File: src/rtl/core/ptsc_pkg.sv
package ptsc_pkg;

    localparam int unsigned MAX_DIGITS = 32;
    localparam logic [4:0] LAT_START = 5'd1;
    localparam logic [4:0] HEIGHT_START = 5'd10;
    // height axis never starts ahead of latitude
    localparam logic [4:0] HGT_START = (HEIGHT_START > LAT_START) ? HEIGHT_START : LAT_START;

    localparam int unsigned PADDR_W = 5;
    localparam logic [5:0] DIGIT_COUNT_RST = 6'd32;

    typedef enum logic [2:0] {
        REG_DIGIT_COUNT = 3'd0,
        REG_OFFSET_LON  = 3'd1,
        REG_OFFSET_LAT  = 3'd2,
        REG_OFFSET_HGT  = 3'd3,
        REG_SCALE_LON   = 3'd4,
        REG_SCALE_LAT   = 3'd5,
        REG_SCALE_HGT   = 3'd6
    } reg_idx_t;

    typedef struct packed {
        logic [5:0]         digit_count;
        logic signed [31:0] offset_lon;
        logic signed [31:0] offset_lat;
        logic signed [31:0] offset_hgt;
        logic [31:0]        scale_lon;
        logic [31:0]        scale_lat;
        logic [31:0]        scale_hgt;
    } cfg_t;

    typedef struct packed {
        logic        valid;
        logic [31:0] flon;
        logic [31:0] flat;
        logic [31:0] fhgt;
        logic        clip;
    } ser_item_t;

endpackage

File: src/rtl/core/ptsc_lane.sv
module ptsc_lane
    import ptsc_pkg::*;
(
    input  logic               clk,
    input  logic               en,
    input  logic signed [31:0] coord,
    input  logic signed [31:0] offset,
    input  logic [31:0]        scale,
    output logic [31:0]        frac,
    output logic               clip
);

    logic [32:0] diff;
    logic [31:0] mag_reg;
    logic        neg_reg;
    logic [63:0] prod_reg;
    logic [63:0] prod_next;
    logic        neg2_reg;
    logic [31:0] frac_reg;
    logic [31:0] frac_next;
    logic        clip_reg;
    logic        clip_next;

    assign diff      = {coord[31], coord} - {offset[31], offset};
    assign prod_next = 64'(mag_reg) * 64'(scale);

    // result is prod >> 16; anything in the top 16 bits overflows 32 bits
    always_comb
    begin
        if (neg2_reg)
        begin
            frac_next = '0;
            clip_next = 1'b1;
        end
        else if (prod_reg[63:48] != 16'd0)
        begin
            frac_next = '1;
            clip_next = 1'b1;
        end
        else
        begin
            frac_next = prod_reg[47:16];
            clip_next = 1'b0;
        end
    end

    always_ff @(posedge clk)
    begin
        if (en)
        begin
            mag_reg  <= diff[31:0];
            neg_reg  <= diff[32];
            prod_reg <= prod_next;
            neg2_reg <= neg_reg;
            frac_reg <= frac_next;
            clip_reg <= clip_next;
        end
    end

    assign frac = frac_reg;
    assign clip = clip_reg;

endmodule

File: config.mk
export PLATFORM = sky130hd
export DESIGN_NAME = ptsc_lane
export DESIGN_NICKNAME = d
export VERILOG_FILES = /design/src/rtl/core/ptsc_pkg.sv /design/src/rtl/core/ptsc_lane.sv
export SDC_FILE = /design/constraint.sdc
export NUM_CORES = 2
export LEC_CHECK = 0
export BUFFER_PORTS_ARGS = -buffer_cell sky130_fd_sc_hd__buf_4
export CELL_PAD_IN_SITES_DETAIL_PLACEMENT = 0
export CELL_PAD_IN_SITES_GLOBAL_PLACEMENT = 1
export CORE_AREA = 2 2 275 277
export DETAILED_ROUTE_END_ITERATION = 8
export DIE_AREA = 0 0 277 279
export GPL_ROUTABILITY_DRIVEN = 0
export HOLD_SLACK_MARGIN = 0.15
export PLACE_DENSITY_LB_ADDON = 0.1
export SYNTH_ARGS = -nofsm -noshare
export SYNTH_HDL_FRONTEND = slang
export SYNTH_SLANG_ARGS = --single-unit
File: constraint.sdc
create_clock -name clk -period 10.8 [get_ports clk]
set_clock_uncertainty 0.15 [all_clocks]
set_input_delay 1.08 -clock clk [delete_from_list [all_inputs] [get_ports clk]]
set_output_delay 1.08 -clock clk [all_outputs]
set_load 0.01 [all_outputs]
Yosys cells after proc, flatten, opt, wreduce, memory -nomap -nowiden

Index checks and enable logic that the tools add are counted.

Bits of input ports: 98
Logic and storage cells: 11
Output and inout bits: 33
Bits in registers: 131

Reduce and logical (&&, ||, !) cells: 1
Mux-type cells: 2
Multipliers: 1
Add/subtract/negate cells: 1

Operator list:

| operator           | number |
|---|---|
| $mul 32x32->64     | 1 |
| $sub 32x32->33     | 1 |
| $mux 32            | 1 |
| $reduce_bool 16->1 | 1 |
| $mux 1             | 1 |

Logic depth before layout (Yosys ltp)

Depth in word-level cells: 2
Mapped depth: 29
Depth with buffers taken out: 28

Worst setup path after synthesis

OpenSTA, ideal clock, no wires.

Path type: input to register
Start: input port scale[8]
End: register prod_reg[43], data pin
Arrival: 7545 ps
Data required time: 10384 ps
Library setup time: 266 ps
Cell stages on the path: 26
Buffers on the path: 1
Setup slack: 2839 ps
Cell sequence: clkbuf_1 > nand2_1 > fa_1 > inv_1 > fa_1 > inv_1 > fa_1 > inv_1 > fa_1 > inv_1 > fa_1 > fa_1 > fa_1 > fa_1 > inv_1 > ha_1 > a21o_1 > a21o_1 > a21oi_1 > and2_1 > a22o_1 > a21oi_2 > a21o_2 > a31oi_4 > o31ai_2 > xor2_1

Longest elaborated chain between the ends: 1

Ends and longest elaborated chain:

| what                 | line            | text |
|---|---|---|
| start, declared      | ptsc_lane.sv:8  | `input logic [31:0] scale,` |
| $mul 32x32->64       | ptsc_lane.sv:25 | `assign prod_next = 64'(mag_reg) * 64'(scale);` |
| net prod_next[43]    | ptsc_lane.sv:17 | `logic [63:0] prod_next;` |
| end signal, assigned | ptsc_lane.sv:53 | `prod_reg <= prod_next;` |
| end, declared        | ptsc_lane.sv:16 | `logic [63:0] prod_reg;` |

The timed path passes the listed nets, and every way through them passes these cells.
A chain may end at the register's enable or synchronous reset.

Final worst setup path

Start: register mag_reg[24]
End: register prod_reg[48], data pin

Longest elaborated chain between the ends: 1

Ends and longest elaborated chain:

| what                   | line            | text |
|---|---|---|
| start, declared        | ptsc_lane.sv:14 | `logic [31:0] mag_reg;` |
| start signal, assigned | ptsc_lane.sv:51 | `mag_reg <= diff[31:0];` |
| $mul 32x32->64         | ptsc_lane.sv:25 |  |
| net prod_next[48]      | ptsc_lane.sv:17 |  |

The timed path passes the listed nets, and every way through them passes these cells.

==> flow_summary.toml <==
[final_layout]
area_delta_synth_final_pct = 5.84
finish.instance_area_um2 = 40500
largest_reg_flops = 48
layout-drive-gt1-share = 0.0576
nets = 5300

[die]
ios = 131
core_area_um2 = 74100
die_x_um = 277
start_util = 0.516
dieHeight_um = 279
die_area_um2 = 77300
placementRows = 100

[timing]
post-route-period-util = 0.812
min_period_ns = 8.77
setup_violations = 0
fmax_mhz = 114
hold_viol_final = 0
rsz0062_at_grt = "no"
relSlewSlack = 0.210
tightestPinTransition_ns = 1.19
slew_violations = 0
setup_tns_ns = 0

[synth]
yosysUniqueCellTypes = 73
syn_avg_cell_area_um2 = 9.45
syn_area_um2 = 38200
yosysSeqAreaShare = 0.0903
synthArstFlopShare = 0
synthFlopType = "edfxtp_1"
synth_cells = 4044
synth_top_area_cell = "fa_1"
yosys_warnings = 0
synthMostInstantiatedCell = "inv_1"
synth.net_count = 5330
synth_top_area_frac = 0.469
ys_ff_latch = 115
synthTopCellsByArea = "fa_1 47%, ha_1 9.6%, and2_1 9.5%, inv_1 9.1%, edfxtp_1 9.0%"
synth_edf_count = 115
synthTopCellsByCount = "930 x inv_1, 896 x fa_1, 578 x and2_1"

[critical_path]
crit_type = "reg -> reg"
crit_path_end_kind = "flip-flop"
cp_max_fo = 17
critPathLaunchType = "flip-flop"
critical_path.most_common_cell = "fa_1"
cpMaxStageDelayCell = "edfxtp_1"
path_cells = "buf_4 > and2_1 > fa_1 > fa_1 > inv_1 > fa_1 > fa_1 > inv_1 > fa_1 > fa_1 > fa_1 > inv_1 > fa_1 > inv_1 > ha_1 > and4_1 > nand3_1 > nor4_1 > a21oi_4 > o41ai_1 > a21oi_1 > xnor2_1"
arrival_ns = 8.84
crit_required_ns = 10.87
worst_path_largest_cell_delay_ns = 0.86

[routing]
wl_per_cell_um = 21.3
drt_wl_total_um = 106000
dr.pass1.iters = 5
drc_errors = 0
vias = 26800
via_per_inst = 5.37
antenna_left = 0
drt_iter0_drc = 1374

[run]
cap_violations = 0

[placement]
hpwl_um = 80500
placed_area_um2 = 39900
io_buffers = 130

[worst_hold_path]
hp-class = "reg -> reg"

[clock_tree]
cts_buffers = 17
cts.repair.resized = 0
postCtsSetupBuffers = 0
cts_hold_buf = 0
clockRootBuffer = "clkbuf_16"
clk_path_buf_depth = 2
clk_pin_slew_worst_paths_ns = 0.08
htree_num_levels = 4
cts.sinks = 115
cts_tree = "yes"
clk_latency_ns = 0.48

[grt]
grt_pass1_wl_um = 170000
grt_pass1_vias = 29400
grt_overflow = 0
grt_max_degree = 62
antenna_found_initial = 4
grt_usage = 0.291

[outcome]
status = "finished, final reports clean"
-- stage by stage --
stage	hold slack [ns]	cells	setup WS, ns	util
2_1_floorplan	0.250	4044	2.84	-
3_3_place_gp	0.374	4964	1.92	0.538
3_5_place_dp	0.380	4964	1.87	0.538
4_1_cts	0.397	4996	2.08	0.546
5_1_grt	0.416	4996	1.79	0.546
6_report	0.394	4999	2.03	0.546
-- cell usage in the layout, fill, tap and decap left out, types with 3 or more instances in the layout --
master     instances
nor2b_1            5
nor3_1            12
a211o_1            3
diode_2            3
a21o_1            37
o21bai_1          16
nand4_1           17
a21boi_1           3
o211ai_1           3
nor4_1             6
and2_1           578
a21oi_2            6
nand3_1           12
clkbuf_16         17
o21ai_0           39
or3_1              3
inv_1            930
o21a_1            10
a21oi_1           85
inv_8              5
a31oi_1           11
o31ai_1            3
ha_1             292
o21ai_1            9
fa_1             896
inv_6              7
and3_1             7
edfxtp_1         115
o21ai_2            5
xnor2_1           58
xor2_1            21
nor2_1            92
buf_4            167
nand2b_1          11
nand2_1          495
-- final timing paths --
path / slack [ns] / depth (start not counted) / end / start
hold reg to reg: 0.39 / 2 / frac[15] / prod_reg[31]
setup / recovery: 2.03 / 22 / prod_reg[48] / mag_reg[24]
hold / removal: 0.39 / 2 / frac[15] / prod_reg[31]
setup reg to reg: 2.03 / 22 / prod_reg[48] / mag_reg[24]
-- cells by family after synthesis --
logic type      count (synthesis)  synth area share
flops                         115            0.0903
compound gates                264            0.0470
simple gates                 1252             0.167
xor+xnor                       79            0.0181
fa+ha+maj                    1188             0.565
buf+inv                      1146             0.113
-- area by class of cell --
class,instances,area [um2]
fill,6961,33600
multi-input combinational,2783,30500
inverter,930,3490
sequential,115,3450
timing repair buffer,167,1250
tap,969,1210
clock buffer,17,425
clock inverter,15,160
antenna,3,7.51
-- critical path: cells and delay by family (launching register included) --
family | cells | cell delay [ns]
flops | 1 | 0.86
xor+xnor | 1 | 0.16
compound gates | 3 | 1.06
buf+inv | 5 | 0.65
simple gates | 4 | 1.06
fa+ha+maj | 9 | 4.54
-- per-layer routing --
metal  global-route usage  wire length, um  part of all wire
met1                0.363            41700              0.39
met2                0.515            54700              0.51
met3               0.0337             5150             0.048
met4                0.119             4760             0.045
met5                    0               12           0.00011
Power is not shown: default switching activity piles up to over one toggle a cycle in this logic, so the estimate is an artifact.
