$ cat config.mk
export PLATFORM = sky130hd
export DESIGN_NAME = ptsc_ser_flat
export DESIGN_NICKNAME = d
export VERILOG_FILES = /design/src/rtl/core/ptsc_pkg.sv /design/src/rtl/core/ptsc_if.sv /design/src/rtl/core/ptsc_ser.sv /design/src/flat_wrapper.sv
export SDC_FILE = /design/constraint.sdc
export NUM_CORES = 1
export LEC_CHECK = 0
export BUFFER_PORTS_ARGS = -buffer_cell sky130_fd_sc_hd__buf_2
export CAP_MARGIN = 10
export CORE_MARGIN = 2
export CORE_UTILIZATION = 48
export DETAILED_ROUTE_END_ITERATION = 10
export GPL_TIMING_DRIVEN = 0
export PLACE_DENSITY = 0.76
export SYNTH_ARGS = -nofsm -noshare
export SYNTH_HDL_FRONTEND = slang
export SYNTH_SLANG_ARGS = --single-unit
$ cat constraint.sdc
create_clock -name clk -period 3.6 [get_ports clk]
set_clock_uncertainty 0.1 [all_clocks]
set_input_delay 0.72 -clock clk [delete_from_list [all_inputs] [get_ports clk]]
set_output_delay 0.72 -clock clk [all_outputs]
set_load 0.05 [all_outputs]
$ cat src/rtl/core/ptsc_pkg.sv
package ptsc_pkg;

    localparam int unsigned MAX_DIGITS = 32;
    localparam logic [4:0] LAT_START = 5'd1;
    localparam logic [4:0] HEIGHT_START = 5'd10;
    // height axis never starts ahead of latitude
    localparam logic [4:0] HGT_START = (HEIGHT_START > LAT_START) ? HEIGHT_START : LAT_START;

    localparam int unsigned PADDR_W = 5;
    localparam logic [5:0] DIGIT_COUNT_RST = 6'd32;

    typedef enum logic [2:0] {
        REG_DIGIT_COUNT = 3'd0,
        REG_OFFSET_LON  = 3'd1,
        REG_OFFSET_LAT  = 3'd2,
        REG_OFFSET_HGT  = 3'd3,
        REG_SCALE_LON   = 3'd4,
        REG_SCALE_LAT   = 3'd5,
        REG_SCALE_HGT   = 3'd6
    } reg_idx_t;

    typedef struct packed {
        logic [5:0]         digit_count;
        logic signed [31:0] offset_lon;
        logic signed [31:0] offset_lat;
        logic signed [31:0] offset_hgt;
        logic [31:0]        scale_lon;
        logic [31:0]        scale_lat;
        logic [31:0]        scale_hgt;
    } cfg_t;

    typedef struct packed {
        logic        valid;
        logic [31:0] flon;
        logic [31:0] flat;
        logic [31:0] fhgt;
        logic        clip;
    } ser_item_t;

endpackage

$ cat src/rtl/core/ptsc_if.sv


interface dig_if;
    logic       valid;
    logic       ready;
    logic [2:0] digit;
    logic [4:0] digit_index;
    logic       clipped;
    logic       last;

    modport source(output valid, output digit, output digit_index, output clipped,
                   output last, input ready);
    modport sink(input valid, input digit, input digit_index, input clipped,
                 input last, output ready);
endinterface

$ cat src/rtl/core/ptsc_ser.sv
module ptsc_ser
    import ptsc_pkg::*;
(
    input  logic       clk,
    input  logic       rst_n,
    input  ser_item_t  item,
    input  logic [5:0] digit_count,
    output logic       free,
    dig_if.source      dig
);

    logic        busy_reg,  busy_next;
    logic [4:0]  k_reg,     k_next;
    logic [4:0]  nlast_reg, nlast_next;
    logic [31:0] lon_reg,   lon_next;
    logic [31:0] lat_reg,   lat_next;
    logic [31:0] hgt_reg,   hgt_next;
    logic        clip_reg,  clip_next;
    logic        is_last;
    logic        take;

    assign is_last = (k_reg == nlast_reg);
    assign free    = !busy_reg || (dig.ready && is_last);
    assign take    = item.valid && free;

    always_comb
    begin
        busy_next  = busy_reg;
        k_next     = k_reg;
        nlast_next = nlast_reg;
        lon_next   = lon_reg;
        lat_next   = lat_reg;
        hgt_next   = hgt_reg;
        clip_next  = clip_reg;
        if (take)
        begin
            lon_next  = item.flon;
            lat_next  = item.flat;
            hgt_next  = item.fhgt;
            clip_next = item.clip;
            k_next    = '0;
            busy_next = (digit_count != 6'd0);
            if (digit_count >= 6'(MAX_DIGITS))
                nlast_next = 5'(MAX_DIGITS - 1);
            else
                nlast_next = 5'(digit_count - 6'd1);
        end
        else if (busy_reg && dig.ready)
        begin
            if (is_last)
            begin
                busy_next = 1'b0;
            end
            else
            begin
                k_next   = k_reg + 5'd1;
                lon_next = lon_reg << 1;
                // an axis only advances once its run has begun
                if (k_reg >= LAT_START)
                    lat_next = lat_reg << 1;
                if (k_reg >= HGT_START)
                    hgt_next = hgt_reg << 1;
            end
        end
    end

    always_ff @(posedge clk or negedge rst_n)
    begin
        if (!rst_n)
        begin
            busy_reg  <= 1'b0;
            k_reg     <= '0;
            nlast_reg <= '0;
        end
        else
        begin
            busy_reg  <= busy_next;
            k_reg     <= k_next;
            nlast_reg <= nlast_next;
        end
    end

    always_ff @(posedge clk)
    begin
        lon_reg  <= lon_next;
        lat_reg  <= lat_next;
        hgt_reg  <= hgt_next;
        clip_reg <= clip_next;
    end

    assign dig.valid       = busy_reg;
    assign dig.digit       = {(k_reg >= HGT_START) && hgt_reg[31],
                              (k_reg >= LAT_START) && lat_reg[31],
                              lon_reg[31]};
    assign dig.digit_index = k_reg;
    assign dig.clipped     = clip_reg;
    assign dig.last        = is_last;

endmodule

$ cat src/flat_wrapper.sv
// flat-port wrapper written by rule: the top's interface ports become plain ports
module ptsc_ser_flat import ptsc_pkg::*;
  (clk, rst_n, item, digit_count, free, dig_valid, dig_digit, dig_digit_index, dig_clipped, dig_last, dig_ready);
  dig_if dig_i ();
  input  logic clk;
  input  logic rst_n;
  input  ser_item_t item;
  input  logic [5:0] digit_count;
  output logic free;
  output wire logic [$bits(dig_i.valid)-1:0] dig_valid;
  output wire logic [$bits(dig_i.digit)-1:0] dig_digit;
  output wire logic [$bits(dig_i.digit_index)-1:0] dig_digit_index;
  output wire logic [$bits(dig_i.clipped)-1:0] dig_clipped;
  output wire logic [$bits(dig_i.last)-1:0] dig_last;
  input wire logic [$bits(dig_i.ready)-1:0] dig_ready;
  assign dig_valid = dig_i.valid;
  assign dig_digit = dig_i.digit;
  assign dig_digit_index = dig_i.digit_index;
  assign dig_clipped = dig_i.clipped;
  assign dig_last = dig_i.last;
  assign dig_i.ready = dig_ready;
  ptsc_ser u_core (.clk(clk), .rst_n(rst_n), .item(item), .digit_count(digit_count), .free(free), .dig(dig_i));
endmodule
---- Word-level counts from Yosys, hierarchy flattened ----
Cells that the tools add are included.
word-level totals
  register bits ........................... 108
  input bits .............................. 107
  output and inout port bits .............. 12
cells by class
  $add $sub $neg .......................... 2
  order comparisons ....................... 3
  equal/unequal tests ..................... 2
  muxes and demuxes ....................... 18
  reductions and logical operators ........ 16
operator list
  cell                                                               number
  two-way mux 32 bit                                                 11
  two-way mux 5 bit                                                  4
  nonzero test 2 bit                                                 4
  greater-or-equal comparator 6 bit, second input constant           1
  AND reduction 3 bit                                                2
  nonzero test 6 bit                                                 1
  adder 5 x 1 -> 5 bit, second input constant                        1
  == test 5 bit                                                      1
  greater-or-equal comparator 5 x 1 -> 1 bit, second input constant  1
  greater-or-equal comparator 5 x 4 -> 1 bit, second input constant  1
  logical AND 1 bit                                                  5
  subtractor 5 x 1 -> 5 bit, second input constant                   1
  AND reduction 2 bit                                                2
  two-way mux 1 bit                                                  3
  inequality test 2 bit, second input constant                       1
  logical NOT 1 bit                                                  1
  logical OR 1 bit                                                   1

---- Depth between registers and ports, before layout ----
  depth in word-level cells ............... 6
  depth in mapped cells ................... 9
  mapped depth without buffers ............ 7

---- Worst setup path before layout ----
No wires, ideal clock.
  path kind ............................... register to register
  start point ............................. register u_core.k_reg[1], in the netlist u_core.dig.digit_index[1]
  end point ............................... register u_core.hgt_reg[0] (enable)
  library setup time ...................... 470 ps
  arrival time ............................ 3985 ps
  required time ........................... 3030 ps
  slack ................................... -955 ps
  cell stages (with the launch flop) ...... 5
  period minus slack after synthesis ...... 4555 ps
  path through ............................ dfrtp_1 -> inv_2 -> o221ai_1 -> nor2_1 -> o31ai_1
between the ends
  longest elaborated chain between the ends .. 6
ends and longest elaborated chain
  item                                                                          line                text
  start, declared                                                               ptsc_ser.sv:13      logic [4:0] k_reg, k_next;
  start signal, assigned                                                        ptsc_ser.sv:78      k_reg <= k_next;
  == test 5 bit (*)                                                             ptsc_ser.sv:22      assign is_last = (k_reg == nlast_reg);
  net dig_last                                                                  flat_wrapper.sv:14  output wire logic [$bits(dig_i.last)-1:0] dig_last;
  logical AND 1 bit                                                             ptsc_ser.sv:23      assign free = !busy_reg || (dig.ready && is_last);
  logical OR 1 bit                                                              ptsc_ser.sv:23
  logical AND 1 bit                                                             ptsc_ser.sv:24      assign take = item.valid && free;
  inequality test 2 bit (no line) / nonzero test 2 bit (equally long branches)  --
  AND reduction 3 bit (no line) (*)                                             --
  end signal, assigned                                                          ptsc_ser.sv:87      hgt_reg <= hgt_next;
  end, declared                                                                 ptsc_ser.sv:17      logic [31:0] hgt_reg, hgt_next;
Mark *: on every way through the listed nets, which the timed path passes. The rest lies on a longest branch.
A chain may end at the register's enable or synchronous reset.

---- Final worst setup path ----
  start point ............................. register u_core.k_reg[2], in the netlist u_core.dig.digit_index[2]
  end point ............................... output free
between the ends
  longest elaborated chain between the ends .. 3
ends and longest elaborated chain
  item               line               text
  == test 5 bit      ptsc_ser.sv:22
  logical AND 1 bit  ptsc_ser.sv:23
  logical OR 1 bit   ptsc_ser.sv:23
  end, declared      flat_wrapper.sv:9  output logic free;
Every way passes these cells.

==> summary.txt <==
Outcome
  – Status: complete, no violations

Routing
  – Vias/cell: between 4 and 5
  – Vias: 3772
  – Antenna Nets Post-Route: 0
  – Wire per inst: 13.2 µm
  – DRC viols: 0
  – DR pass1 iterations: 4
  – DRT iter0 DRCs: about 170
  – Routed WL: between 10 and 15 mm

Yosys
  – Sequential cell area fraction in the yosys report: roughly 64%
  – Post-Syn Instances: 510
  – Ys async rst share: just over 10%
  – EDFF count, synth: just under 100
  – Synth cell types: 38
  – Synth Warn #: 0
  – #FFs+latches synth: ~110
  – Net count after synthesis: approximately 620
  – Synthesized area: around 5000 µm²
  – Syn avg cell area: 9.72 µm²
  – Top_reg_cell synth: edfxtp_1

Setup path
  – Peak fanout along the critical path: 8
  – Critical Path Slowest Stage Cell: nor2_1
  – CP Class: flop to output port
  – CP startpoint: u_core.dig.digit_index[2]
  – Critical Path Source Type: flop
  – Reg2Reg Depth: 6
  – Worst EP required: roughly 2800 ps
  – Crit end category: output port
  – Worst EP arrival: around 2200 ps
  – Critical Path End: free
  – R2R Setup Slk: approximately 850 ps
  – Crit-path cells: buf_2, xnor2_1, o221ai_1, nor2_1, nand2_1, nand2_1, buf_2
  – Largest stage delay, worst path: about 400 ps
  – RR Startpoint: u_core.dig.digit_index[1]
  – Reg2reg end: u_core.hgt_reg[8]

Floorplanning
  – Starting Density: between 40% and 50%
  – FP Rows: 37
  – Die X: 106 µm
  – Core Box Area: 10200 µm²
  – # IOs: roughly 120
  – Die H: approximately 110 µm
  – Die area: between 10000 and 15000 µm²

Timing
  – RSZ-0062 raised after global routing: no
  – Final Slew Violations: 0
  – Setup ws final: roughly 570 ps
  – FMAX: approximately 0.33 GHz
  – Max_slew headroom: between 40% and 50%
  – Worst-margin pin slew: just over 800 ps
  – Period utilization: between 80% and 90%
  – Setup TNS Final: 0 ps
  – Min Tclk post-route: approximately 3000 ps
  – Fin. Hold Viols: 0
  – Final setup violation count: 0

Global routing
  – Largest net degree at the start of global routing: 33
  – Vias in the first global route: around 3800
  – Total grt overflow: 0
  – GRT Total Usage: between 10% and 20%
  – First-pass GRT wire length: ~17 mm
  – Initial antenna violation count: 0

Power and ir drop
  – VDD IR max: a little under 0.0004 V
  – Total power: between 4000 and 5000 µW
  – Leakage: approximately 0.0028 µW
  – Pwr Density: 760 nW/µm²

Clocking
  – H-tree depth: 3
  – Total setup buffers inserted after CTS: 0
  – Worst-path clk slew: approximately 100 ps
  – CTS tree: yes
  – Post-CTS sizing: 0
  – Hold buffer count at cts: 0
  – CTS Sinks: 108
  – Root Buffer: clkbuf_8
  – CTS Buf Count: 9
  – Worst skew pair latency: 370 ps
  – Clk buf depth: 2

Placement
  – RD Place Congestion: around 0.85
  – Hpwl dp: approximately 7.4 mm
  – DP Worst Slack: 606 ps
  – Port bufs: around 120

Final layout
  – Layout cells sized above 1: 24.0%
  – Multi-input gate area: 1640 µm²
  – Sequential Area: 3190 µm²
  – Antenna cell count: 0
  – Synth-to-layout area growth: 20.6%
  – Fin nets: approximately 750
  – Filler cells: 915

Flow run
  – Max Cap Viol: 0

Hold path
  – HP Class: input pin to asynchronous set/reset pin
through the flow:
step | instances | instance area (µm²) | util, % | hold WS, ps
floorplan | 510 | 4960 | - | 324
global placement | 763 | 5720 | 56.2 | 377
detailed placement | 765 | 5770 | 56.7 | 379
CTS | 781 | 5960 | 58.6 | 85.1
global route | 782 | 5980 | 58.7 | 93.5
finish | 782 | 5980 | 58.7 | 95.6
layout make-up:
type                       instances  area share [%]
timing repair buffer             120            10.6
inverter                          10           0.628
tap                              136            2.85
clock inverter                     6            1.07
clock buffer                      10            2.13
sequential                       108            53.3
buffer                            25            1.93
multi-input combinational        367            27.4
power breakdown:
| group | total [µW] | switching (µW) | internal (µW) |
|---|---|---|---|
| combinational | 1490 | 974 | 512 |
| sequential | 2320 | 196 | 2130 |
| clock | 735 | 413 | 323 |
critical path, delay by kind of cell, from the launching register on:
kind            cells  cell delay [ps]
compound gates      1              220
xor+xnor            1              180
buf+inv             2              430
flops               1              390
simple gates        3              610
layout by cell type (no fill, tap or decap), types with 2 or more instances in the layout:
cell type and n:
buf_4 2, clkbuf_8 9, a21oi_1 3, xor2_1 2, nand2b_1 3, inv_1 8, buf_8 2, nand3_1 4
o21ai_0 8, inv_2 2, nor4_1 2, edfxtp_1 97, mux2i_1 2, and2_1 5, buf_2 128, nand2_1 291
or2_2 2, ha_1 5, clkbuf_1 13, xnor2_1 4, dfrtp_1 11, a22o_1 3, nor2_1 11, a21o_1 2
nor3_1 4
kinds of logic (layout without fill, tap and decap cells):
| family | Yosys count | after routing | synth area share, % |
|---|---|---|---|
| flip-flops | 108 | 108 | 64.3 |
| AO/OA/AOI/OAI | 26 | 26 | 3.81 |
| adder cells (fa/ha/maj) | 5 | 5 | 1.26 |
| AND/OR/NAND/NOR | 328 | 328 | 26.1 |
| buffers and inverters | 35 | 171 | 3.08 |
| multiplexers | 2 | 2 | 0.404 |
| XOR/XNOR | 6 | 6 | 1.06 |
per-layer routing:
metal	vias up	routed length, µm	share of wire (%)	global-route usage [%]
li1	1931	-	-	-
met1	1739	4740	46	25.0
met2	90	5020	49	32.2
met3	12	419	4.1	3.09
met4	0	167	1.6	8.74
met5	-	0	0	0
synthesized netlist by cell type, types with 2 or more instances:
library cell / n / area [µm²]
ha_1: 5 / 62.6
edfxtp_1: 97 / 2910
a21oi_1: 4 / 20.0
a21o_1: 2 / 15.0
nor3_1: 4 / 20.0
mux2i_1: 2 / 20.0
nor4_1: 2 / 12.5
dfrtp_1: 11 / 275
inv_2: 2 / 7.51
o21ai_0: 8 / 40.0
a22o_1: 3 / 26.3
buf_4: 2 / 15.0
and2_1: 5 / 31.3
buf_2: 11 / 55.1
inv_1: 8 / 30.0
clkbuf_1: 12 / 45.0
nor2_1: 11 / 41.3
xor2_1: 2 / 17.5
xnor2_1: 4 / 35.0
nand2_1: 291 / 1090
nand3_1: 4 / 20.0
or2_2: 2 / 12.5
nand2b_1: 3 / 18.8
worst min path at each step:
stage                        startpoint                        end  slack, ps
detailed placement  u_core.nlast_reg[2]        u_core.nlast_reg[2]        380
CTS                               rst_n           u_core.dig.valid         90
global placement    u_core.nlast_reg[0]        u_core.nlast_reg[0]        380
finish                            rst_n           u_core.dig.valid        100
floorplan                         rst_n  u_core.dig.digit_index[0]        320
global route                      rst_n           u_core.dig.valid         90
Power figures use the tool's default switching activity.
