### config.mk
export PLATFORM = sky130hd
export DESIGN_NAME = ptsc_cfg
export DESIGN_NICKNAME = d
export VERILOG_FILES = /design/src/rtl/core/ptsc_pkg.sv /design/src/rtl/core/ptsc_cfg.sv
export SDC_FILE = /design/constraint.sdc
export NUM_CORES = 1
export LEC_CHECK = 0
export ABC_AREA = 1
export BUFFER_PORTS_ARGS = -buffer_cell sky130_fd_sc_hd__buf_2
export CORE_ASPECT_RATIO = 0.75
export CORE_UTILIZATION = 55
export CTS_BUF_LIST = sky130_fd_sc_hd__clkbuf_2 sky130_fd_sc_hd__clkbuf_4 sky130_fd_sc_hd__clkbuf_8
export DETAILED_ROUTE_END_ITERATION = 7
export PLACE_DENSITY = 0.84
export SYNTH_ARGS = -nofsm -noshare
export SYNTH_HDL_FRONTEND = slang
export SYNTH_SLANG_ARGS = --single-unit
### constraint.sdc
create_clock -name clk -period 3.15 [get_ports clk]
set_clock_uncertainty 0.05 [all_clocks]
set_input_delay 0 -clock clk [delete_from_list [all_inputs] [get_ports clk]]
set_output_delay 0 -clock clk [all_outputs]
set_load 0.05 [all_outputs]
### src/rtl/core/ptsc_pkg.sv
package ptsc_pkg;

    localparam int unsigned MAX_DIGITS = 32;
    localparam logic [4:0] LAT_START = 5'd1;
    localparam logic [4:0] HEIGHT_START = 5'd10;
    // height axis never starts ahead of latitude
    localparam logic [4:0] HGT_START = (HEIGHT_START > LAT_START) ? HEIGHT_START : LAT_START;

    localparam int unsigned PADDR_W = 5;
    localparam logic [5:0] DIGIT_COUNT_RST = 6'd32;

    typedef enum logic [2:0] {
        REG_DIGIT_COUNT = 3'd0,
        REG_OFFSET_LON  = 3'd1,
        REG_OFFSET_LAT  = 3'd2,
        REG_OFFSET_HGT  = 3'd3,
        REG_SCALE_LON   = 3'd4,
        REG_SCALE_LAT   = 3'd5,
        REG_SCALE_HGT   = 3'd6
    } reg_idx_t;

    typedef struct packed {
        logic [5:0]         digit_count;
        logic signed [31:0] offset_lon;
        logic signed [31:0] offset_lat;
        logic signed [31:0] offset_hgt;
        logic [31:0]        scale_lon;
        logic [31:0]        scale_lat;
        logic [31:0]        scale_hgt;
    } cfg_t;

    typedef struct packed {
        logic        valid;
        logic [31:0] flon;
        logic [31:0] flat;
        logic [31:0] fhgt;
        logic        clip;
    } ser_item_t;

endpackage

### src/rtl/core/ptsc_cfg.sv
module ptsc_cfg
    import ptsc_pkg::*;
(
    input  logic               clk,
    input  logic               rst_n,
    input  logic               psel,
    input  logic               penable,
    input  logic               pwrite,
    input  logic [PADDR_W-1:0] paddr,
    input  logic [31:0]        pwdata,
    output logic [31:0]        prdata,
    output logic               pready,
    output cfg_t               cfg
);

    cfg_t     cfg_reg;
    cfg_t     cfg_next;
    reg_idx_t idx;
    logic     wr;

    assign pready = 1'b1;
    assign wr     = psel && penable && pwrite;
    assign idx    = reg_idx_t'(paddr[PADDR_W-1:2]);
    assign cfg    = cfg_reg;

    always_comb
    begin
        cfg_next = cfg_reg;
        if (wr)
        begin
            unique case (idx)
                REG_DIGIT_COUNT: cfg_next.digit_count = pwdata[5:0];
                REG_OFFSET_LON:  cfg_next.offset_lon  = pwdata;
                REG_OFFSET_LAT:  cfg_next.offset_lat  = pwdata;
                REG_OFFSET_HGT:  cfg_next.offset_hgt  = pwdata;
                REG_SCALE_LON:   cfg_next.scale_lon   = pwdata;
                REG_SCALE_LAT:   cfg_next.scale_lat   = pwdata;
                REG_SCALE_HGT:   cfg_next.scale_hgt   = pwdata;
                default:         cfg_next = cfg_reg;
            endcase
        end
    end

    always_comb
    begin
        unique case (idx)
            REG_DIGIT_COUNT: prdata = {26'd0, cfg_reg.digit_count};
            REG_OFFSET_LON:  prdata = cfg_reg.offset_lon;
            REG_OFFSET_LAT:  prdata = cfg_reg.offset_lat;
            REG_OFFSET_HGT:  prdata = cfg_reg.offset_hgt;
            REG_SCALE_LON:   prdata = cfg_reg.scale_lon;
            REG_SCALE_LAT:   prdata = cfg_reg.scale_lat;
            REG_SCALE_HGT:   prdata = cfg_reg.scale_hgt;
            default:         prdata = 32'd0;
        endcase
    end

    always_ff @(posedge clk or negedge rst_n)
    begin
        if (!rst_n)
        begin
            cfg_reg <= '{digit_count: DIGIT_COUNT_RST, default: '0};
        end
        else
        begin
            cfg_reg <= cfg_next;
        end
    end

endmodule

* After elaboration in Yosys (flattened, before gate mapping)
Index checks and enable logic that the tools add are counted.
** Operators by class
- Eq/ne operators :: 6
- Reductions and logical operators :: 10
- Mux-type cells :: 1
** Operators by type and width (count)
- 32-bit case mux with 7 select lines :: 1
- 2-bit AND reduction :: 7
- 3-bit == test, second input constant :: 3
- 3-bit by 2-bit == test with 1-bit output, second input constant :: 2
- 3-bit by 1-bit == test with 1-bit output, second input constant :: 1
- 3-bit logical NOT :: 1
- 1-bit logical AND :: 2
** Word-level totals
- Output and inout port bits :: 231
- Bits of input ports :: 42
- Logic and storage cells :: 24
- Bits in registers :: 198

* Longest topological paths before layout
Gate-level depths: netlist of the first run.
- Word-level depth :: 3
- Mapped depth :: 9
- Gate-level depth less buffers :: 6

* Worst setup path before layout of the first run
OpenSTA, ideal clock, no wires.
- Path type :: input -> output
- Start point :: in paddr[4]
- End point :: out prdata[1]
- Data required time :: 3.100 ns
- Buffers on the path :: 4
- Arrival time :: 1.275 ns
- Cell stages on the path :: 9
- Path slack :: 1.825 ns
- Path through :: buf_2 -> inv_1 -> buf_2 -> buf_2 -> buf_2 -> nand4_1 -> nand2_1 -> nor2_1 -> nand2_1
** On the way
- Cells in the longest elaborated chain, start to end :: 2
- Elaborated cells on any way between the ends :: 8
- Classes of those cells :: eq/ne: 6; mux: 1; reduce/logical: 1
** RTL lines
- from (decl) :: RTL line ptsc_cfg.sv:9 : input logic [PADDR_W-1:0] paddr,
- 3-bit == test, or another cell as far along :: RTL line ptsc_cfg.sv:46 : unique case (idx)
- 32-bit case mux with 7 select lines (*) :: RTL line ptsc_cfg.sv:46
- to (decl) :: RTL line ptsc_cfg.sv:11 : output logic [31:0] prdata,
Mark *: on every way between the ends. The rest lies on a longest branch, timed or not.

* Worst setup path after layout of the first run
- Start point :: in paddr[3]
- End point :: out prdata[30]
The elaborated chain is that of the path after synthesis.

==> results of run 1 <==
-- timing repair --
| action | in CTS | in global routing |
|---|---|---|
| hold endpoints to repair | 271 | 0 |
| hold buffers | 33 | 0 |
| setup endpoints to repair | 0 | 0 |
-- power groups by stage --
| stage | registers, µW | clock network, µW | logic (µW) |
|---|---|---|---|
| CTS | 3410 | 1710 | 3520 |
| detailed placement | 3460 | 0 | 3480 |
| floorplan | 5040 | 0 | 860 |
| global placement | 3440 | 0 | 3430 |
| finish | 3440 | 1720 | 3540 |
| global route | 3480 | 1820 | 3720 |
-- cell families after synthesis --
logic type,synth area share [%]
buffers and inverters,7.15
other,0.0386
DFF,51.0
AOI/OAI and AO/OA,10.2
and+or+nand+nor,31.6
-- layout make-up --
class	count	share of cell area [%]
sequential	198	41.4
clock buffer	17	1.96
multi-input combinational	913	34.2
inverter	69	2.19
clock inverter	14	1.41
tap	236	2.47
timing repair buffer	333	16.4
-- worst max path at each step --
stage                   from         end  slack (ps)  depth (start not counted)
finish              paddr[3]  prdata[30]         940                          8
global route        paddr[3]  prdata[30]         890                          8
CTS                 paddr[3]  prdata[28]        1050                          8
detailed placement  paddr[3]     cfg[26]         850                          8
global placement    paddr[3]     cfg[21]         910                          8
floorplan           paddr[4]   prdata[1]        1830                          9
-- per-stage QoR --
step                      hold WS, ps  instance area (µm²)  instances  worst slack, ps
after global routing             33.3                12000       1780              885
final                           -1.35                12000       1780              943
after detailed placement        -26.5                11200       1716              850
after global placement          -30.5                11200       1716              906
after CTS                        26.8                12000       1780             1050
after floorplan                  -346                 9710       1285             1830
-- cell usage in the layout (no fill, tap or decap) --
| cell | count |
|---|---|
| buf_12 | 3 |
| buf_2 | 267 |
| buf_4 | 29 |
| bufinv_16 | 2 |
| clkbuf_8 | 18 |
| clkinv_2 | 3 |
| clkinv_4 | 5 |
| conb_1 | 1 |
| dfrtp_1 | 197 |
| dfstp_2 | 1 |
| dlygate4sd3_1 | 33 |
| inv_1 | 65 |
| inv_2 | 2 |
| inv_6 | 3 |
| inv_8 | 3 |
| nand2_1 | 466 |
| nand3_1 | 91 |
| nand3_2 | 2 |
| nand4_1 | 102 |
| nor2_1 | 46 |
| nor2_2 | 5 |
| nor2_4 | 2 |
| o21ai_0 | 166 |
| o21ai_1 | 32 |
-- routing by layer --
metal	part of all wire (%)	vias up	track usage, %	wire (µm)
li1	-	4716	-	-
met1	42	4935	58.6	14700
met2	41	782	53.8	14500
met3	15	100	13.2	5190
met4	2.4	2	10.9	856
met5	0.097	-	0	34
==> results.py, run 1 <==
metrics = {
    "setup_path": {
        "reg2reg_slack_ps": 2340,
        "r2r-start": "cfg[130]",
        "r2r_cells": 2,
        "crit_buf_inv": 3,
        "cpMaxStageDelayCell": "nor2_4",
        "r2r_end": "cfg[130]",
        "worstPathCellList": "buf_2 > nor2_4 > buf_4 > nand3_1 > nand2_1 > nor2_1 > nand2_1 > buf_2",
        "worstPathArrival_ps": 2160,
        "crit_type": "in -> out",
        "crit_path_start_kind": "input port",
        "crit_family": "simple AND/OR/NAND/NOR gates",
        "required_ps": 3100,
        "path_max_fanout": 31,
        "cpPeakStageDelay_ps": 730,
        "end_kind": "primary output",
    },
    "clock_tree": {
        "cts_max_path_buffers": 2,
        "cts_inserted_buffers": 17,
        "clock_latency_ps": 480,
        "cts.sinks": 198,
        "cts_resized": 0,
        "postCtsSetupBuffers": 0,
        "htreeDepth": 4,
        "cts_tree": "built",
        "clock_tree.root_cell": "clkbuf_8",
        "clk_pin_slew_worst_paths_ps": 110,
    },
    "timing": {
        "rsz0062_at_grt": "false",
        "finalCritPeriodShare_pct": 70.1,
        "setup_viol": 0,
        "hold_violations": 1,
        "worstMarginPinSlew_ps": 1080,
        "fin_tns_setup_ps": 0,
        "fmax_mhz": 453,
        "period_minus_slack_ps": 2210,
        "max_slew_margin_pct": 27.7,
        "worst_hold_slack_ps": -1.35,
        "maxSlewViolCount": 0,
    },
    "cells_and_area": {
        "nFillCells": 1404,
        "area_growth_syn_to_layout_pct": 23.2,
        "multiInputGateArea_um2": 4080,
        "final_util_pct": 70.2,
        "fin_nets": 1574,
        "drive_gt1_share_pct": 22.3,
        "antenna_cells": 0,
        "largest_reg_flops": 198,
        "regArea_um2": 4960,
    },
    "logic_synthesis": {
        "synth_nets": 1327,
        "synthTopCellsByArea": "dfrtp_1, nand2_1, o21ai_0, nand4_1, nand3_1",
        "syn_inst": 1285,
        "synthMostInstantiatedCell": "nand2_1",
        "yosys_most_used_dff": "dfrtp_1",
        "syn_area_per_cell_um2": 7.56,
        "synth-edff-count": 0,
        "syn_area_um2": 9710,
        "yosys.area.top_type": "dfrtp_1",
        "synth-seq-area-share_pct": 51.0,
        "ys_ff_latch": 198,
        "netlist_top_cells_count": "nand2_1, dfrtp_1, o21ai_0",
        "ys_types": 17,
        "async_flop_share_pct": 100,
        "ys_warn_count": 0,
        "synth_top_area_share_pct": 50.8,
    },
    "drt": {
        "route.vias.total": 10500,
        "drc": 0,
        "ant_nets": 0,
        "viasPerCell": 5.92,
        "drt-total-wl_mm": 35.2,
        "first_pass_iters": 6,
        "drt_iter0_drc": 1689,
        "wl_per_cell_um": 19.8,
    },
    "floorplanning": {
        "start_util_pct": 57.0,
        "core-area_um2": 17000,
        "rows": 41,
        "die_w_um": 155,
        "die_h_um": 117,
        "io_pins": 273,
        "dieArea_um2": 18200,
    },
    "outcome": {
        "status": "finished, violations left",
        "violations": "negative hold slack",
    },
    "pwr": {
        "power.switching_uw": 4280,
        "p_per_area_nw_per_um2": 727,
        "power_frac_seq_pct": 39.5,
        "p_leak_uw": 0.00681,
        "peakVddDrop_v": 0.000439,
        "sw_frac_of_total_pct": 49.2,
        "power_frac_comb_pct": 40.7,
        "p_int_uw": 4420,
        "clkPwrFrac_pct": 19.8,
        "power.total_uw": 8700,
    },
    "grt": {
        "grt_max_degree": 100,
        "grt_pass1_wl_mm": 53.5,
        "antenna_found_initial": 0,
        "grt_pass1_vias": 9292,
        "track_usage_pct": 39.2,
        "grt_overflow_total": 0,
    },
    "hold_path": {
        "hp-class": "in -> async",
    },
    "placement": {
        "io_buffers": 269,
        "dp_hpwl_mm": 23.8,
        "place_congestion": 0.997,
    },
    "run": {
        "max_cap_violations": 0,
    },
}
No activity file was read; power rests on OpenSTA's default activity.
==> run 2: changes to the inputs <==
--- a/config.mk
+++ b/config.mk
@@ -5,13 +5,13 @@
 export SDC_FILE = /design/constraint.sdc
 export NUM_CORES = 1
 export LEC_CHECK = 0
-export ABC_AREA = 1
+export ABC_AREA = 0
 export BUFFER_PORTS_ARGS = -buffer_cell sky130_fd_sc_hd__buf_2
 export CORE_ASPECT_RATIO = 0.75
-export CORE_UTILIZATION = 55
+export CORE_UTILIZATION = 49
 export CTS_BUF_LIST = sky130_fd_sc_hd__clkbuf_2 sky130_fd_sc_hd__clkbuf_4 sky130_fd_sc_hd__clkbuf_8
 export DETAILED_ROUTE_END_ITERATION = 7
-export PLACE_DENSITY = 0.84
+export PLACE_DENSITY = 0.79
 export SYNTH_ARGS = -nofsm -noshare
 export SYNTH_HDL_FRONTEND = slang
 export SYNTH_SLANG_ARGS = --single-unit
==> constraint.sdc (replaced) <==
create_clock -name clk -period 1.8 [get_ports clk]
set_clock_uncertainty 0.05 [all_clocks]
set_input_delay 0 -clock clk [delete_from_list [all_inputs] [get_ports clk]]
set_output_delay 0 -clock clk [all_outputs]
set_load 0.05 [all_outputs]
==> results.py, run 2 <==
metrics = {
    "setup_path": {
        "r2r_cells": 3,
        "crit_cells": 4,
        "path_max_fanout": 3,
        "worstPathArrival_ps": 1710,
        "crit_path_start_kind": "register",
        "end_kind": "primary output",
        "required_ps": 1750,
        "worstPathCellList": "mux2_4 > a221oi_4 > a31oi_2 > buf_6",
        "crit_family": "flip-flops",
        "cpMaxStageDelayCell": "dfrtp_1",
        "crit_type": "reg -> out",
        "crit_buf_inv": 1,
        "cpPeakStageDelay_ps": 430,
    },
    "logic_synthesis": {
        "syn_area_um2": 9330,
        "synth-edff-count": 0,
        "synth_mux_area_share_pct": 33.3,
        "synth-simple-area-share_pct": 4.76,
        "synth_top_area_share_pct": 52.9,
        "yosys.area.top_type": "dfrtp_1",
        "synthTopCellsByArea": "dfrtp_1, mux2_2, mux2i_1, mux2_4, a221oi_1",
        "yosys_most_used_dff": "dfrtp_1",
        "ys_types": 34,
        "synth_top_family_by_area": "multiplexers",
        "ys_warn_count": 0,
        "synth-compound-area-share_pct": 5.06,
        "async_flop_share_pct": 100,
        "syn_inst": 661,
        "synthMostInstantiatedCell": "dfrtp_1",
        "syn_area_per_cell_um2": 14.1,
        "synth_nets": 703,
        "netlist_top_cells_count": "dfrtp_1, mux2_2, mux2i_1",
        "synthAdderAreaFrac_pct": 0,
        "synth_xor_area_share_pct": 0,
        "ys_ff_latch": 198,
        "synth-seq-area-share_pct": 53.1,
    },
    "placement": {
        "place_congestion": 0.841,
        "io_buffers": 269,
        "dp_slack_ps": 208,
        "dp_hpwl_mm": 18.6,
    },
    "grt": {
        "antenna_found_initial": 1,
        "grt_pass1_vias": 7046,
        "grt_pass1_wl_mm": 40.7,
        "grt_max_degree": 73,
        "grt_overflow_total": 0,
        "track_usage_pct": 27.8,
    },
    "cells_and_area": {
        "nFillCells": 1394,
        "final_common_cell": "buf_2",
        "largest_reg_flops": 198,
        "final_cell_mix": "buf_2, dfrtp_1, mux2_2",
        "area_growth_syn_to_layout_pct": 34.4,
        "drive_gt1_share_pct": 65.1,
        "fin_nets": 1039,
    },
    "clock_tree": {
        "htreeDepth": 4,
        "clock_latency_ps": 460,
        "cts_max_path_buffers": 2,
        "clock_tree.root_cell": "clkbuf_8",
        "cts_tree": "built",
        "clk_pin_slew_worst_paths_ps": 100,
        "cts_inserted_buffers": 17,
        "cts.sinks": 198,
    },
    "floorplanning": {
        "die_h_um": 121,
        "dieArea_um2": 19600,
        "die_w_um": 161,
        "rows": 43,
        "start_util_pct": 50.2,
        "io_pins": 273,
        "core-area_um2": 18600,
    },
    "pwr": {
        "p_per_area_nw_per_um2": 1290,
        "power.total_uw": 16100,
        "peakVddDrop_v": 0.00102,
        "p_leak_uw": 0.00619,
    },
    "outcome": {
        "status": "finished, final reports clean",
    },
    "drt": {
        "route.met2.wl_mm": 13.4,
        "met1_length_mm": 11.9,
        "dr_wl_met3_mm": 1.84,
        "viasPerCell": 5.57,
        "drc": 0,
        "ant_nets": 0,
        "drt-total-wl_mm": 27.5,
        "route.vias.total": 7004,
        "drt_iter0_drc": 482,
        "first_pass_iters": 4,
        "wl_per_cell_um": 21.9,
        "top_layer": "met4",
    },
    "hold_path": {
        "hp-class": "in -> async",
    },
    "timing": {
        "hold_violations": 0,
        "fin_ws_ps": 35.6,
        "period_minus_slack_ps": 1760,
        "fmax_mhz": 567,
        "worstMarginPinSlew_ps": 657,
        "rsz0062_at_grt": "true",
        "max_slew_margin_pct": 56.2,
        "setup_viol": 0,
        "maxSlewViolCount": 0,
        "finalCritPeriodShare_pct": 98.0,
    },
    "run": {
        "max_cap_violations": 0,
    },
}
## run 2: cell count changes in the layout (fill, tap and decap cells not counted), moves of 26 or more
cell | before | now
a31oi_2 | 0 | 26
mux2_4 | 0 | 32
nor2_1 | 46 | 2
buf_4 | 29 | 61
nand2_1 | 466 | 33
inv_1 | 65 | 0
mux2_2 | 0 | 178
nand4_1 | 102 | 0
o21ai_0 | 166 | 0
or2_2 | 0 | 26
nand3_1 | 91 | 0
mux2i_1 | 0 | 47
o21ai_1 | 32 | 0
## run 2: layer usage
metal  track usage, %  vias to the layer above
met5                0                        -
met4             8.73                        0
met3             7.28                       32
met2             46.1                      269
met1             35.5                     3616
li1                 -                     3087
## run 2: path summary, 6_finish.rpt
| check | start | endpoint | slack (ps) |
|---|---|---|---|
| worst max-delay path | cfg[93] | prdata[29] | 40 |
| worst max register to register | cfg[88] | cfg[88] | 710 |
| min in group clk | penable | cfg[64] | 150 |
| worst min register to register | cfg[77] | cfg[77] | 470 |
| max in group asynchronous | rst_n | cfg[197] | 910 |
| worst min-delay path | rst_n | cfg[124] | 80 |
## run 2: area by class of cell
cell class	count	area, µm²	area share, %
well taps	247	309	2.47
repair buffers	366	2450	19.6
clock inverters	10	165	1.32
multi-input cells	414	4370	34.8
diodes	1	2.50	0.0200
flip-flops and latches	198	4960	39.5
clock buffers	21	283	2.26
## run 2: kinds of logic after synthesis
logic type / count (synthesis)
mux: 271
flops: 198
simple gates: 80
compound gates: 62
buf+inv: 49
other cells: 1
## run 2: power by group
part	internal [µW]	switching [µW]	total (µW)
Combinational	2040	4860	6900
Clock	1650	1560	3200
Sequential	5320	722	6040
## run 2: repair_timing
item                       CTS  global route
hold buffers                33             0
buffers inserted             2            10
gates resized for setup     17            55
setup endpoints to repair   15            25
hold endpoints to repair   395             0
pin swaps                    0             8
## run 2: stage by stage
stage               instances  instance area (µm²)  hold slack, ps  TNS, ps  utilization (%)
floorplan                 661                 9490            -346        0                -
global placement         1180                11400            17.5        0             61.4
detailed placement       1180                11400            15.2        0             61.4
CTS                      1246                12300            69.4        0             66.2
global route             1257                12500             107     -146             67.5
finish                   1257                12500            77.2        0             67.5
